## src/rtl/pf_pkg.sv

```systemverilog
// Shared types, constants and key square helpers for the Playfair stream encryptor.
// No dependencies; used by every module under rtl/.
package pf_pkg;

  localparam int unsigned NumRows  = 5;
  localparam int unsigned NumCols  = 5;
  localparam int unsigned LetterW  = 5;
  localparam int unsigned KeyRowW  = NumCols * LetterW;
  localparam int unsigned RowIdxW  = $clog2(NumRows);
  localparam int unsigned ColIdxW  = $clog2(NumCols);
  localparam int unsigned CfgIdxW  = 3;
  localparam int unsigned ByteW    = 8;
  localparam int unsigned CharW    = 7;
  localparam int unsigned OutDataW = 8;
  localparam int unsigned FifoDepthDefault = 4;

  localparam logic [ByteW-1:0]   ChSpace  = 8'd32;
  localparam logic [ByteW-1:0]   ChLowA   = 8'd97;
  localparam logic [ByteW-1:0]   ChLowI   = 8'd105;
  localparam logic [ByteW-1:0]   ChLowJ   = 8'd106;
  localparam logic [ByteW-1:0]   ChLowZ   = 8'd122;
  localparam logic [CharW-1:0]   ChUpA    = 7'd65;
  localparam logic [LetterW-1:0] FillerCode = 5'd23;  // 'x'
  localparam logic [LetterW-1:0] CodeI      = 5'd8;   // 'i'

  typedef logic [NumCols-1:0][LetterW-1:0] key_row_t;
  typedef logic [NumRows-1:0][NumCols-1:0][LetterW-1:0] key_sq_t;

  localparam key_sq_t KeyReset = {25'd16374553, 25'd10963639, 25'd5518900,
                                   25'd2235792, 25'd36043};

  // One queued operation: a digraph to encrypt, or a bad-byte marker.
  typedef struct packed {
    logic               is_bad;
    logic               last;
    logic [LetterW-1:0] a;
    logic [LetterW-1:0] b;
  } op_t;

  typedef struct packed {
    logic [RowIdxW-1:0] row;
    logic [ColIdxW-1:0] col;
  } loc_t;

  // First match in row-major order; no match lands at row 0, column 0.
  function automatic loc_t key_locate(key_sq_t key, logic [LetterW-1:0] code);
    loc_t loc;
    loc = '0;
    for (int r = NumRows - 1; r >= 0; r--) begin
      for (int c = NumCols - 1; c >= 0; c--) begin
        if (key[r][c] == code) begin
          loc.row = RowIdxW'(r);
          loc.col = ColIdxW'(c);
        end
      end
    end
    return loc;
  endfunction

  function automatic logic [RowIdxW-1:0] row_next(logic [RowIdxW-1:0] r);
    return (r == RowIdxW'(NumRows - 1)) ? '0 : RowIdxW'(r + 1'b1);
  endfunction

  function automatic logic [ColIdxW-1:0] col_next(logic [ColIdxW-1:0] c);
    return (c == ColIdxW'(NumCols - 1)) ? '0 : ColIdxW'(c + 1'b1);
  endfunction

endpackage

```

## src/rtl/pf_front.sv

```systemverilog
// Front end: accepts plaintext bytes, tracks digraph and repeat state,
// and queues digraph / bad-byte operations. Depends on pf_pkg.
module pf_front (
  input  logic                      clk_i,
  input  logic                      rst_ni,
  input  logic                      in_valid_i,
  output logic                      in_ready_o,
  input  logic [pf_pkg::ByteW-1:0]  in_byte_i,
  input  logic                      in_last_i,
  output logic                      push_valid_o,
  output pf_pkg::op_t               push_op_o,
  input  logic                      push_ready_i
);

  logic                         held_q, held_d;
  logic [pf_pkg::LetterW-1:0]   held_letter_q, held_letter_d;
  logic [pf_pkg::ByteW-1:0]     prev_q, prev_d;
  logic                         seen_q, seen_d;
  logic                         pend_q, pend_d;
  pf_pkg::op_t                  pend_op_q, pend_op_d;

  logic                         accept;
  logic                         is_space, is_letter, repeat_hit;
  logic [pf_pkg::LetterW-1:0]   code;
  logic                         body_v, flush_v;
  pf_pkg::op_t                  body_op, flush_op;
  logic                         h1;
  logic [pf_pkg::LetterW-1:0]   hl1;

  assign in_ready_o = !pend_q && push_ready_i;
  assign accept     = in_valid_i && in_ready_o;

  always_comb begin
    is_space  = (in_byte_i == pf_pkg::ChSpace);
    is_letter = (in_byte_i >= pf_pkg::ChLowA) && (in_byte_i <= pf_pkg::ChLowZ);
    code      = (in_byte_i == pf_pkg::ChLowJ) ? pf_pkg::CodeI
                                              : pf_pkg::LetterW'(in_byte_i - pf_pkg::ChLowA);
    // i/j count as a repeat of each other
    repeat_hit = seen_q && ((in_byte_i == prev_q) ||
                 ((in_byte_i == pf_pkg::ChLowI) && (prev_q == pf_pkg::ChLowJ)) ||
                 ((in_byte_i == pf_pkg::ChLowJ) && (prev_q == pf_pkg::ChLowI)));

    body_v  = 1'b0;
    body_op = '0;
    h1      = held_q;
    hl1     = held_letter_q;

    if (is_letter) begin
      if (repeat_hit) begin
        if (held_q) begin
          body_v    = 1'b1;
          body_op.a = held_letter_q;
          body_op.b = pf_pkg::FillerCode;
          h1        = 1'b1;
          hl1       = code;
        end else begin
          body_v    = 1'b1;
          body_op.a = pf_pkg::FillerCode;
          body_op.b = code;
          h1        = 1'b0;
        end
      end else if (held_q) begin
        body_v    = 1'b1;
        body_op.a = held_letter_q;
        body_op.b = code;
        h1        = 1'b0;
      end else begin
        h1  = 1'b1;
        hl1 = code;
      end
    end else if (!is_space) begin
      body_v         = 1'b1;
      body_op.is_bad = 1'b1;
    end

    flush_v         = in_last_i && h1;
    flush_op        = '0;
    flush_op.a      = hl1;
    flush_op.b      = pf_pkg::FillerCode;
    flush_op.last   = 1'b1;
    body_op.last    = in_last_i && !flush_v;

    push_valid_o = pend_q || (accept && (body_v || flush_v));
    push_op_o    = pend_q ? pend_op_q : (body_v ? body_op : flush_op);
  end

  always_comb begin
    held_d        = held_q;
    held_letter_d = held_letter_q;
    prev_d        = prev_q;
    seen_d        = seen_q;
    pend_d        = pend_q;
    pend_op_d     = pend_op_q;

    if (pend_q && push_ready_i) begin
      pend_d = 1'b0;
    end

    if (accept) begin
      if (in_last_i) begin
        held_d        = 1'b0;
        held_letter_d = '0;
        prev_d        = '0;
        seen_d        = 1'b0;
      end else begin
        held_d        = h1;
        held_letter_d = hl1;
        if (is_letter || is_space) begin
          prev_d = in_byte_i;
          seen_d = 1'b1;
        end
      end
      // two transactions from one item: flush waits in the pending register until the queue takes it
      if (body_v && flush_v) begin
        pend_d    = 1'b1;
        pend_op_d = flush_op;
      end
    end
  end

  always_ff @(posedge clk_i or negedge rst_ni) begin
    if (!rst_ni) begin
      held_q        <= 1'b0;
      held_letter_q <= '0;
      prev_q        <= '0;
      seen_q        <= 1'b0;
      pend_q        <= 1'b0;
    end else begin
      held_q        <= held_d;
      held_letter_q <= held_letter_d;
      prev_q        <= prev_d;
      seen_q        <= seen_d;
      pend_q        <= pend_d;
    end
  end

  always_ff @(posedge clk_i) begin
    pend_op_q <= pend_op_d;
  end

endmodule

```

## src/rtl/pf_fifo.sv

```systemverilog
// Small operation queue between front and back end.
// Depends on pf_pkg for the op_t payload.
module pf_fifo #(
  parameter int unsigned Depth = pf_pkg::FifoDepthDefault
) (
  input  logic        clk_i,
  input  logic        rst_ni,
  input  logic        push_valid_i,
  input  pf_pkg::op_t push_op_i,
  output logic        push_ready_o,
  output logic        pop_valid_o,
  output pf_pkg::op_t pop_op_o,
  input  logic        pop_ready_i
);

  localparam int unsigned PtrW = (Depth > 1) ? $clog2(Depth) : 1;
  localparam int unsigned CntW = $clog2(Depth + 1);

  pf_pkg::op_t       mem_q [Depth];
  logic [PtrW-1:0]   wr_ptr_q, wr_ptr_d;
  logic [PtrW-1:0]   rd_ptr_q, rd_ptr_d;
  logic [CntW-1:0]   count_q, count_d;
  logic              do_push, do_pop;

  assign push_ready_o = (count_q != CntW'(Depth));
  assign pop_valid_o  = (count_q != '0);
  assign pop_op_o     = mem_q[rd_ptr_q];
  assign do_push      = push_valid_i && push_ready_o;
  assign do_pop       = pop_valid_o && pop_ready_i;

  always_comb begin
    wr_ptr_d = wr_ptr_q;
    rd_ptr_d = rd_ptr_q;
    count_d  = count_q;
    if (do_push) begin
      wr_ptr_d = (wr_ptr_q == PtrW'(Depth - 1)) ? '0 : PtrW'(wr_ptr_q + 1'b1);
    end
    if (do_pop) begin
      rd_ptr_d = (rd_ptr_q == PtrW'(Depth - 1)) ? '0 : PtrW'(rd_ptr_q + 1'b1);
    end
    if (do_push && !do_pop) begin
      count_d = CntW'(count_q + 1'b1);
    end else if (do_pop && !do_push) begin
      count_d = CntW'(count_q - 1'b1);
    end
  end

  always_ff @(posedge clk_i or negedge rst_ni) begin
    if (!rst_ni) begin
      wr_ptr_q <= '0;
      rd_ptr_q <= '0;
      count_q  <= '0;
    end else begin
      wr_ptr_q <= wr_ptr_d;
      rd_ptr_q <= rd_ptr_d;
      count_q  <= count_d;
    end
  end

  always_ff @(posedge clk_i) begin
    if (do_push) begin
      mem_q[wr_ptr_q] <= push_op_i;
    end
  end

endmodule

```

## src/rtl/pf_back.sv

```systemverilog
// Back end: locates digraph letters in the key square, applies the Playfair
// rules and serializes cipher letters onto the output. Depends on pf_pkg.
module pf_back (
  input  logic                      clk_i,
  input  logic                      rst_ni,
  input  pf_pkg::key_sq_t           key_i,
  input  logic                      pop_valid_i,
  input  pf_pkg::op_t               pop_op_i,
  output logic                      pop_ready_o,
  output logic                      out_valid_o,
  input  logic                      out_ready_i,
  output logic [pf_pkg::CharW-1:0]  out_char_o,
  output logic                      out_bad_o,
  output logic                      out_last_o
);

  // stage 1: located digraph
  logic          s1_valid_q, s1_valid_d;
  logic          s1_bad_q, s1_last_q;
  pf_pkg::loc_t  s1_loc_a_q, s1_loc_b_q;

  // stage 2: output register plus second letter of the pair
  logic                       s2_valid_q, s2_valid_d;
  logic                       s2_sec_q, s2_sec_d;
  logic [pf_pkg::CharW-1:0]   s2_char_q, s2_char_d, s2_sec_char_q, s2_sec_char_d;
  logic                       s2_bad_q, s2_bad_d;
  logic                       s2_last_q, s2_last_d, s2_sec_last_q, s2_sec_last_d;

  logic                       s2_free, s1_adv, s1_load;
  logic [pf_pkg::LetterW-1:0] x, y;
  logic [pf_pkg::RowIdxW-1:0] ra, rb;
  logic [pf_pkg::ColIdxW-1:0] ca, cb;

  assign s2_free     = !s2_valid_q || (out_ready_i && !s2_sec_q);
  assign s1_adv      = s1_valid_q && s2_free;
  assign pop_ready_o = !s1_valid_q || s1_adv;
  assign s1_load     = pop_valid_i && pop_ready_o;

  always_comb begin
    ra = s1_loc_a_q.row;
    ca = s1_loc_a_q.col;
    rb = s1_loc_b_q.row;
    cb = s1_loc_b_q.col;
    if (ra == rb) begin
      x = key_i[ra][pf_pkg::col_next(ca)];
      y = key_i[rb][pf_pkg::col_next(cb)];
    end else if (ca == cb) begin
      x = key_i[pf_pkg::row_next(ra)][ca];
      y = key_i[pf_pkg::row_next(rb)][cb];
    end else begin
      x = key_i[ra][cb];
      y = key_i[rb][ca];
    end
  end

  always_comb begin
    s1_valid_d    = s1_valid_q;
    s2_valid_d    = s2_valid_q;
    s2_sec_d      = s2_sec_q;
    s2_char_d     = s2_char_q;
    s2_bad_d      = s2_bad_q;
    s2_last_d     = s2_last_q;
    s2_sec_char_d = s2_sec_char_q;
    s2_sec_last_d = s2_sec_last_q;

    if (s1_load) begin
      s1_valid_d = 1'b1;
    end else if (s1_adv) begin
      s1_valid_d = 1'b0;
    end

    if (s1_adv) begin
      s2_valid_d = 1'b1;
      if (s1_bad_q) begin
        s2_char_d = '0;
        s2_bad_d  = 1'b1;
        s2_last_d = s1_last_q;
        s2_sec_d  = 1'b0;
      end else begin
        s2_char_d     = pf_pkg::ChUpA + pf_pkg::CharW'(x);
        s2_bad_d      = 1'b0;
        s2_last_d     = 1'b0;
        s2_sec_d      = 1'b1;
        s2_sec_char_d = pf_pkg::ChUpA + pf_pkg::CharW'(y);
        s2_sec_last_d = s1_last_q;
      end
    end else if (s2_valid_q && out_ready_i) begin
      if (s2_sec_q) begin
        s2_char_d = s2_sec_char_q;
        s2_last_d = s2_sec_last_q;
        s2_bad_d  = 1'b0;
        s2_sec_d  = 1'b0;
      end else begin
        s2_valid_d = 1'b0;
      end
    end
  end

  always_ff @(posedge clk_i or negedge rst_ni) begin
    if (!rst_ni) begin
      s1_valid_q <= 1'b0;
      s2_valid_q <= 1'b0;
      s2_sec_q   <= 1'b0;
    end else begin
      s1_valid_q <= s1_valid_d;
      s2_valid_q <= s2_valid_d;
      s2_sec_q   <= s2_sec_d;
    end
  end

  always_ff @(posedge clk_i) begin
    if (s1_load) begin
      s1_bad_q   <= pop_op_i.is_bad;
      s1_last_q  <= pop_op_i.last;
      s1_loc_a_q <= pf_pkg::key_locate(key_i, pop_op_i.a);
      s1_loc_b_q <= pf_pkg::key_locate(key_i, pop_op_i.b);
    end
    s2_char_q     <= s2_char_d;
    s2_bad_q      <= s2_bad_d;
    s2_last_q     <= s2_last_d;
    s2_sec_char_q <= s2_sec_char_d;
    s2_sec_last_q <= s2_sec_last_d;
  end

  assign out_valid_o = s2_valid_q;
  assign out_char_o  = s2_char_q;
  assign out_bad_o   = s2_bad_q;
  assign out_last_o  = s2_last_q;

endmodule

```

## src/rtl/playfair_stream_encryptor.sv

```systemverilog
// Top level of the Playfair stream encryptor: key square registers,
// front end, operation queue and back end. Depends on pf_pkg, pf_front, pf_fifo, pf_back.
//
//  channel   dir  handshake                    payload
//  s_axis    in   s_axis_tvalid/s_axis_tready  tdata = plain_byte, tlast = is_last
//  m_axis    out  m_axis_tvalid/m_axis_tready  tdata = cipher_char, tuser = bad_input,
//                                              tlast = text_end
//  cfg       in   cfg_valid_i/cfg_ready_o      cfg_index_i = key row, cfg_data_i = row
//
// One input byte per cycle while the queue has room; an end-of-text byte that needs
// a filler digraph in addition to its own transaction holds tready low until the filler is queued.
// Each digraph holds the output register for its two cipher letters in turn, so
// sustained output is one letter per cycle while m_axis_tready is high. The queue
// entry is written at the accepting edge; the key lookup register and then the output
// register lie between it and the first letter on m_axis. Reset clears all
// control state and loads the default key square; cfg writes are always accepted.
module playfair_stream_encryptor #(
  parameter int unsigned FifoDepth = pf_pkg::FifoDepthDefault
) (
  input  logic                         clk_i,
  input  logic                         rst_ni,
  input  logic                         s_axis_tvalid,
  output logic                         s_axis_tready,
  input  logic [pf_pkg::ByteW-1:0]     s_axis_tdata,   // [7:0] plain_byte
  input  logic                         s_axis_tlast,   // is_last
  output logic                         m_axis_tvalid,
  input  logic                         m_axis_tready,
  output logic [pf_pkg::OutDataW-1:0]  m_axis_tdata,   // [6:0] cipher_char, [7] zero
  output logic                         m_axis_tuser,   // [0] bad_input
  output logic                         m_axis_tlast,   // text_end
  input  logic                         cfg_valid_i,
  output logic                         cfg_ready_o,
  input  logic [pf_pkg::CfgIdxW-1:0]   cfg_index_i,
  input  logic [pf_pkg::KeyRowW-1:0]   cfg_data_i
);

  pf_pkg::key_sq_t           key_q;
  logic                      push_valid, push_ready, pop_valid, pop_ready;
  pf_pkg::op_t               push_op, pop_op;
  logic [pf_pkg::CharW-1:0]  out_char;

  assign cfg_ready_o = 1'b1;

  always_ff @(posedge clk_i or negedge rst_ni) begin
    if (!rst_ni) begin
      key_q <= pf_pkg::KeyReset;
    end else if (cfg_valid_i && (cfg_index_i < pf_pkg::CfgIdxW'(pf_pkg::NumRows))) begin
      key_q[cfg_index_i] <= cfg_data_i;
    end
  end

  pf_front u_front (
    .clk_i        (clk_i),
    .rst_ni       (rst_ni),
    .in_valid_i   (s_axis_tvalid),
    .in_ready_o   (s_axis_tready),
    .in_byte_i    (s_axis_tdata),
    .in_last_i    (s_axis_tlast),
    .push_valid_o (push_valid),
    .push_op_o    (push_op),
    .push_ready_i (push_ready)
  );

  pf_fifo #(
    .Depth (FifoDepth)
  ) u_fifo (
    .clk_i        (clk_i),
    .rst_ni       (rst_ni),
    .push_valid_i (push_valid),
    .push_op_i    (push_op),
    .push_ready_o (push_ready),
    .pop_valid_o  (pop_valid),
    .pop_op_o     (pop_op),
    .pop_ready_i  (pop_ready)
  );

  pf_back u_back (
    .clk_i       (clk_i),
    .rst_ni      (rst_ni),
    .key_i       (key_q),
    .pop_valid_i (pop_valid),
    .pop_op_i    (pop_op),
    .pop_ready_o (pop_ready),
    .out_valid_o (m_axis_tvalid),
    .out_ready_i (m_axis_tready),
    .out_char_o  (out_char),
    .out_bad_o   (m_axis_tuser),
    .out_last_o  (m_axis_tlast)
  );

  assign m_axis_tdata = {1'b0, out_char};

endmodule

```

## config.mk

```make
export PLATFORM = sky130hd
export DESIGN_NAME = playfair_stream_encryptor
export DESIGN_NICKNAME = d
export VERILOG_FILES = /design/src/rtl/pf_pkg.sv /design/src/rtl/pf_front.sv /design/src/rtl/pf_fifo.sv /design/src/rtl/pf_back.sv /design/src/rtl/playfair_stream_encryptor.sv
export SDC_FILE = /design/constraint.sdc
export NUM_CORES = 1
export LEC_CHECK = 0
export BUFFER_PORTS_ARGS = -buffer_cell sky130_fd_sc_hd__buf_2
export CORE_MARGIN = 5
export CORE_UTILIZATION = 64
export DETAILED_ROUTE_END_ITERATION = 6
export PLACE_DENSITY_LB_ADDON = 0.15
export SETUP_SLACK_MARGIN = 0.4
export SLEW_MARGIN = 5
export SYNTH_ARGS = -nofsm -noshare
export SYNTH_HDL_FRONTEND = slang
export SYNTH_SLANG_ARGS = --single-unit
```

## constraint.sdc

```tcl
create_clock -name clk_i -period 5.53 [get_ports clk_i]
set_input_delay 1.659 -clock clk_i [delete_from_list [all_inputs] [get_ports clk_i]]
set_output_delay 1.659 -clock clk_i [all_outputs]
set_load 0.02 [all_outputs]
```

== Word level (Yosys, flattened, before mapping) ==
Memories as Yosys holds them, arrays and structs flattened.
Index checks and enable logic that the tools add are counted.
Operators by class
  bitwise operators: 1
  multipliers: 0
  divide/modulo/power cells: 0
  reductions and logical operators: 55
  order comparisons: 13
  shift operators: 0
  $add $sub $neg: 11
  muxes and demuxes: 133
  equality and inequality tests: 66
Operators with widths (count)
  $bmux 25 s3: 4
  $eq 5x5->1: 50
  $mux 5: 36
  $bwmux 125: 1
  $mux 25: 5
  $bmux 5 s3: 6
  $demux 25 s3: 1
  $mux 6: 10
  $mux 10: 4
  $mux 4: 10
  $reduce_or 20->1: 2
  $lt 3x4->1 const B: 9
  $mux 1: 34
  $eq 8x7->1 const B: 4
  $mux 7: 4
  $mux 12: 2
  $mux 3: 8
  $logic_and 1x1->1: 20
  $reduce_or 10->1: 2
  $mux 8: 2
  $add 3x1->3 const B: 5
  $add 7x5->7 const A: 2
  $eq 3x3->1 const B: 4
  $mux 2: 6
  other kinds (22): 48
Word-level totals
  logic and storage cells: 336
  bits in registers: 187
  memory bits (writable): 48
  ROM bits: 0
  output and inout bits: 13
  memories: 1
  latch bits: 0
Memories
  u_fifo.mem_q: words 4, width 12, rd ports 1, clocked after Yosys merged registers in 0, wr ports 1, RTL line pf_fifo.sv:19  | pf_pkg::op_t mem_q [Depth];

== Depth between registers and ports, before layout ==
An unclocked memory read counts as a cell.
  depth in word-level cells: 26
  gate-level depth with buffers: 18
  depth with buffers taken out: 18

== Modules after synthesis ==
A second synthesis with hierarchy kept.
Unflattened totals
  cell total of the unflattened synthesis: 1877
  area total of the unflattened synthesis: 19457.4 um2
By module, submodules not included
  pf_back: cells an instance 1316, times used 1, area an instance 10699.0 um2, sequential area each 975.9 um2
  playfair_stream_encryptor: cells an instance 272, times used 1, area an instance 4894.7 um2, sequential area each 3196.8 um2
  pf_fifo: cells an instance 99, times used 1, area an instance 2173.3 um2, sequential area each 1616.6 um2
  pf_front: cells an instance 190, times used 1, area an instance 1690.4 um2, sequential area each 550.5 um2

== Least setup slack after synthesis ==
Ideal clock, no wire load.
  path kind: input port to flip-flop
  start point: input s_axis_tdata[2] (netlist bit)
  end point: register u_fifo.count_q[2]
  cell stages on the path: 16
  data arrival time: 4.819 ns
  path slack: 0.632 ns
  buffers on the path: 1
  cells stage by stage: clkbuf_1 > xor2_1 > nor4_1 > nand2_1 > a21boi_1 > inv_1 > ha_1 > o21ai_0 > o21ai_0 > a21oi_1 > ha_1 > inv_1 > fa_1 > xor2_1 > nor2_1 > xor2_1
Between the ends
  cells in the longest elaborated chain, start to end: 15
  elaborated cells on any way between the ends: 27
Ends and longest elaborated chain
  start, declared: RTL line playfair_stream_encryptor.sv:24  | input logic [pf_pkg::ByteW-1:0] s_axis_tdata,
  $eq 8x7->1: RTL line pf_front.sv:40  | ((in_byte_i == pf_pkg::ChLowI) && (prev_q == pf_pkg::ChLowJ)) ||
  $logic_and 1x1->1: RTL line pf_front.sv:40
  $logic_or 1x1->1: RTL line pf_front.sv:39  | repeat_hit = seen_q && ((in_byte_i == prev_q) ||
  $logic_or 1x1->1: RTL line pf_front.sv:40
  $logic_and 1x1->1: RTL line pf_front.sv:39
  $mux 1: RTL line pf_front.sv:49  | if (repeat_hit) begin
  $mux 1: RTL line pf_front.sv:48  | if (is_letter) begin
  $logic_and 1x1->1: RTL line pf_front.sv:76  | flush_v = in_last_i && h1;
  $logic_or 1x1->1 (*): RTL line pf_front.sv:83  | push_valid_o = pend_q || (accept && (body_v || flush_v));
  $logic_and 1x1->1 (*): RTL line pf_front.sv:83
  $logic_or 1x1->1 (*): RTL line pf_front.sv:83
  $logic_and 1x1->1 (*): RTL line pf_fifo.sv:28  | assign do_push = push_valid_i && push_ready_o;
  named net u_fifo.do_push: RTL line pf_fifo.sv:23  | logic do_push, do_pop;
  $logic_not 1->1: RTL line pf_fifo.sv:43  | end else if (do_pop && !do_push) begin
  $logic_and 1x1->1: RTL line pf_fifo.sv:43
  $reduce_bool 2->1 (no line)
  end signal, assigned: RTL line pf_fifo.sv:56  | count_q <= count_d;
  end, declared: RTL line pf_fifo.sv:22  | logic [CntW-1:0] count_q, count_d;
Mark *: on every way through the listed nets, which the timed path passes. The rest lies on a longest branch.
A chain may end at the register's enable or synchronous reset.

== Worst setup path in the final report ==
  start point: register u_back.s1_loc_a_q, in the netlist u_back.ra[0]
  end point: register u_back.s2_char_q, in the netlist u_back.out_char_o[4], data pin
Between the ends
  cells in the longest elaborated chain, start to end: 11
  elaborated cells on any way between the ends: 19
Ends and longest elaborated chain
  start, declared: RTL line pf_back.sv:20  | pf_pkg::loc_t s1_loc_a_q, s1_loc_b_q;
  start signal, assigned: RTL line pf_back.sv:115  | s1_loc_a_q <= pf_pkg::key_locate(key_i, pop_op_i.a);
  $add 3x1->3 / $eq 3x3->1 (equally long branches): RTL line pf_pkg.sv:61  | return (r == RowIdxW'(NumRows - 1)) ? '0 : RowIdxW'(r + 1'b1);
  $mux 3: RTL line pf_pkg.sv:61
  $bmux 25 s3: RTL line pf_back.sv:48  | x = key_i[pf_pkg::row_next(ra)][ca];
  $mux 25 (implied by the code): RTL line pf_back.sv:48
  $bmux 5 s3: RTL line pf_back.sv:48
  $mux 5 (implied by the code): RTL line pf_back.sv:48
  $mux 5: RTL line pf_back.sv:47  | end else if (ca == cb) begin
  $mux 5 (*): RTL line pf_back.sv:44  | if (ra == rb) begin
  $add 7x5->7 (*): RTL line pf_back.sv:80  | s2_char_d = pf_pkg::ChUpA + pf_pkg::CharW'(x);
  $mux 7 (*): RTL line pf_back.sv:74  | if (s1_bad_q) begin
  $mux 7 (*): RTL line pf_back.sv:72  | if (s1_adv) begin
  named net u_back.s2_char_d (one bit): RTL line pf_back.sv:25  | logic [pf_pkg::CharW-1:0] s2_char_q, s2_char_d, s2_sec_char_q, s2_sec_char_d;
  end signal, assigned: RTL line pf_back.sv:118  | s2_char_q <= s2_char_d;
  end, declared: RTL line pf_back.sv:25
Mark *: on every way through the listed nets, which the timed path passes. The rest lies on a longest branch. The select of a mux whose other input is x is not followed.

==> results.toml <==
[yosys]
yosys.area.top_type_share_pct = 12.8
synth_edf_count = 83
ys_types = 93
ys.flop_type = "dfrtp_1"
synth_area_leaders = "edfxtp_1, dfrtp_1, mux4_2, mux2_2, dfstp_2"
syn-instance-count = 1890
ys_warn_count = 0
synth_nets = 1954
synth_commonest_cells = "xnor2_1, mux2_2, xor2_1, clkbuf_1, dfrtp_1"
ys_seq_elements = 234
post_synth_instance_area_sq_um = 19500
syn_area_per_cell_sq_um = 10.3
synthArstFlopShare_pct = 64.5
synth_area_leader_cell = "edfxtp_1"
yosysSeqAreaShare_pct = 32.5
synth_most_common_cell = "xnor2_1"

[clock_tree]
cts_setup_buffers = 0
cts_buffers = 25
cts-root-buf = "clkbuf_16"
clk_pin_slew_ps = 80
clockBufferDepth = 3
cts_tree = "done"
cts_sinks = 234
worst_skew_pair.late_latency_ps = 580
htreeDepth = 1
cts_resized = 0
cts_hold_buf = 0

[setup_path]
worst_setup_path_start_kind = "register"
critPathTopFamily = "compound AO/OA/AOI/OAI gates"
cpPeakStageDelay_ps = 720
reg2reg_slack_ps = 1010
cpMaxStageDelayCell = "edfxtp_1"
cp_max_fo = 28
cp_num_buf_inv = 2
required_ps = 5850
path_cells = "inv_2 > ha_1 > a21oi_4 > buf_4 > mux4_2 > a221oi_1 > o211ai_1 > a22oi_1 > nor3_1 > a221o_1"
crit_type = "register to register"
crit_path_end_kind = "register"
arrival_ps = 4840

[floorplanning]
io_pins = 55
num_rows = 64
initial_utilization_pct = 64.3
die_h_um = 185
die-area_sq_um = 34100
core_area_sq_um = 30300
die_width_um = 185

[drt]
wire_per_inst_um = 31.7
num_vias = 16244
drc = 41
viasPerCell = 7.38
drt_wl_total_um = 69800
detail_route.first_pass.iterations = 7
drtIter0Drc = 2365
drtAntennaViolNets = 0

[outcome]
outcome = "complete, but fails checks"
violations = "DRC"

[layout]
post-route-util_pct = 66.5
drive_gt1_share_pct = 25.0
final_nets = 1850
area_growth_pct = 3.56
design_area_sq_um = 20200

[power]
p_leak_uw = 0.00762
power_frac_clock_pct = 11.6
p_switching_uw = 7310
power_frac_seq_pct = 24.1
p_comb_share_pct = 64.3
max-vdd-ir-drop_v = 0.000340
power_density_nw_per_um2 = 718
switching_share_pct = 50.4
power.internal_uw = 7180
power.total_uw = 14500

[place]
place.gp.congestion = 1.10
place_area_sq_um = 19400
hpwl_um = 49500
port_buffers = 52

[sta]
rsz0062_at_grt = "false"
fin_skew_ps = 36.4
drv_slew = 0
tightestPinTransition_ps = 1210
min_period_ps = 4520
final-setup-viol-count = 0
finalCritPeriodShare_pct = 81.7
fmax_ghz = 0.221
max_slew_margin_pct = 18.9
fin_setup_tns_ps = 0
final_hold_viol_count = 0

[run]
max_cap_violations = 0

[hold_path]
hp-class = "register to register"

[grt]
grt_use_total_pct = 40.7
antenna_found_initial = 1
grt.overflow.total = 0
grt_pass1_vias = 15561
grt_max_degree = 89
grt_pass1_wl_um = 103000
[per-layer routing]
layer	track usage (%)	share of wire, %	up-vias
met4	20.3	7.1	2
met3	12.8	13	361
met5	2.57	0.17	-
met2	61.0	42	1333
li1	-	-	6701
met1	53.4	37	7847
[power groups by stage]
stage	registers, uW	clock network, uW	logic [uW]
after detailed placement	3440	0	8890
final	3490	1690	9320
after CTS	3400	1690	8940
after global routing	3480	1770	9770
after floorplan	2690	0	7420
after global placement	3420	0	8780
[worst register-to-register path: cells and delay by family (launching register included)]
kind	cells	cell delay [ps]
DFF	1	720
buffers and inverters	2	740
muxes	1	570
AOI/OAI and AO/OA	5	1760
and+or+nand+nor	1	90
adders and majority gates	1	380
[flip-flops by register name (all words and copies together) (netlist names), 2 cells and up]
register	flops
u_back.s2_sec_char_q	6
u_fifo.count_q	3
u_back.out_char_o	7
u_fifo.rd_ptr_q	2
u_back.ra	3
key_q	125
u_back.ca	3
u_fifo.wr_ptr_q	2
u_front.pend_op_q	5
u_front.held_letter_q	5
u_back.rb	3
u_front.prev_q	8
u_fifo.mem_q	48
u_back.cb	3
[layout make-up]
| type | instances | area, sq um |
|---|---|---|
| multi-input cells | 1402 | 11900 |
| fillers | 2329 | 10200 |
| flip-flops and latches | 234 | 6340 |
| clock buffers | 37 | 684 |
| repair buffers | 84 | 519 |
| well taps | 396 | 495 |
| inverters | 39 | 146 |
| clock inverters | 9 | 111 |
| diodes | 1 | 2.50 |
[through the flow]
step | hold slack, ps | setup slack, ps | std cells
finish | 487 | 1010 | 2202
global route | 513 | 642 | 2201
CTS | 487 | 1100 | 2201
detailed placement | 473 | 546 | 2155
global placement | 463 | 537 | 2155
floorplan | 427 | 632 | 1890
[worst paths after layout]
path	from	depth (start not counted)	endpoint
max reg2reg	u_back.ra[0]	10	u_back.out_char_o[4]
min in group asynchronous	rst_ni	1	key_q[47]
max in group asynchronous	rst_ni	2	key_q[76]
min reg2reg	u_fifo.count_q[2]	1	u_fifo.count_q[2]
min	u_fifo.count_q[2]	1	u_fifo.count_q[2]
max	u_back.ra[0]	10	u_back.out_char_o[4]
[kinds of logic after synthesis]
kind of cell	count (synthesis)	share of synthesized area, %
and+or+nand+nor	445	12.0
AOI/OAI and AO/OA	342	12.4
muxes	314	22.5
xor gates and xnor gates	277	12.5
buffers and inverters	254	6.63
DFF	234	32.5
adders and majority gates	22	1.45
other	2	0.0385
[layout by cell type, fill, tap and decap left out, drive strengths merged, types with 8 or more instances in the layout]
cell type | synthesis | routed
a311oi | 8 | 8
o22ai | 19 | 19
buf | 103 | 84
nand2b | 13 | 13
inv | 37 | 39
o2bb2ai | 20 | 20
a21oi | 44 | 44
ha | 21 | 21
a22o | 18 | 18
nor3b | 14 | 14
o21ai | 78 | 78
and2 | 11 | 11
dfstp | 55 | 55
xor2 | 120 | 120
mux2 | 150 | 150
edfxtp | 83 | 83
a31oi | 17 | 17
mux4 | 84 | 84
nand3 | 84 | 84
clkbuf | 112 | 37
o211ai | 12 | 12
dfrtp | 96 | 96
or3 | 9 | 9
mux2i | 80 | 80
nor2b | 19 | 19
a22oi | 30 | 30
xnor2 | 157 | 157
a21o | 10 | 10
and3 | 12 | 12
nand2 | 80 | 80
nor3 | 77 | 77
nor4 | 13 | 13
nor2 | 84 | 84
a211oi | 16 | 16
(Power assumes the default switching activity.)
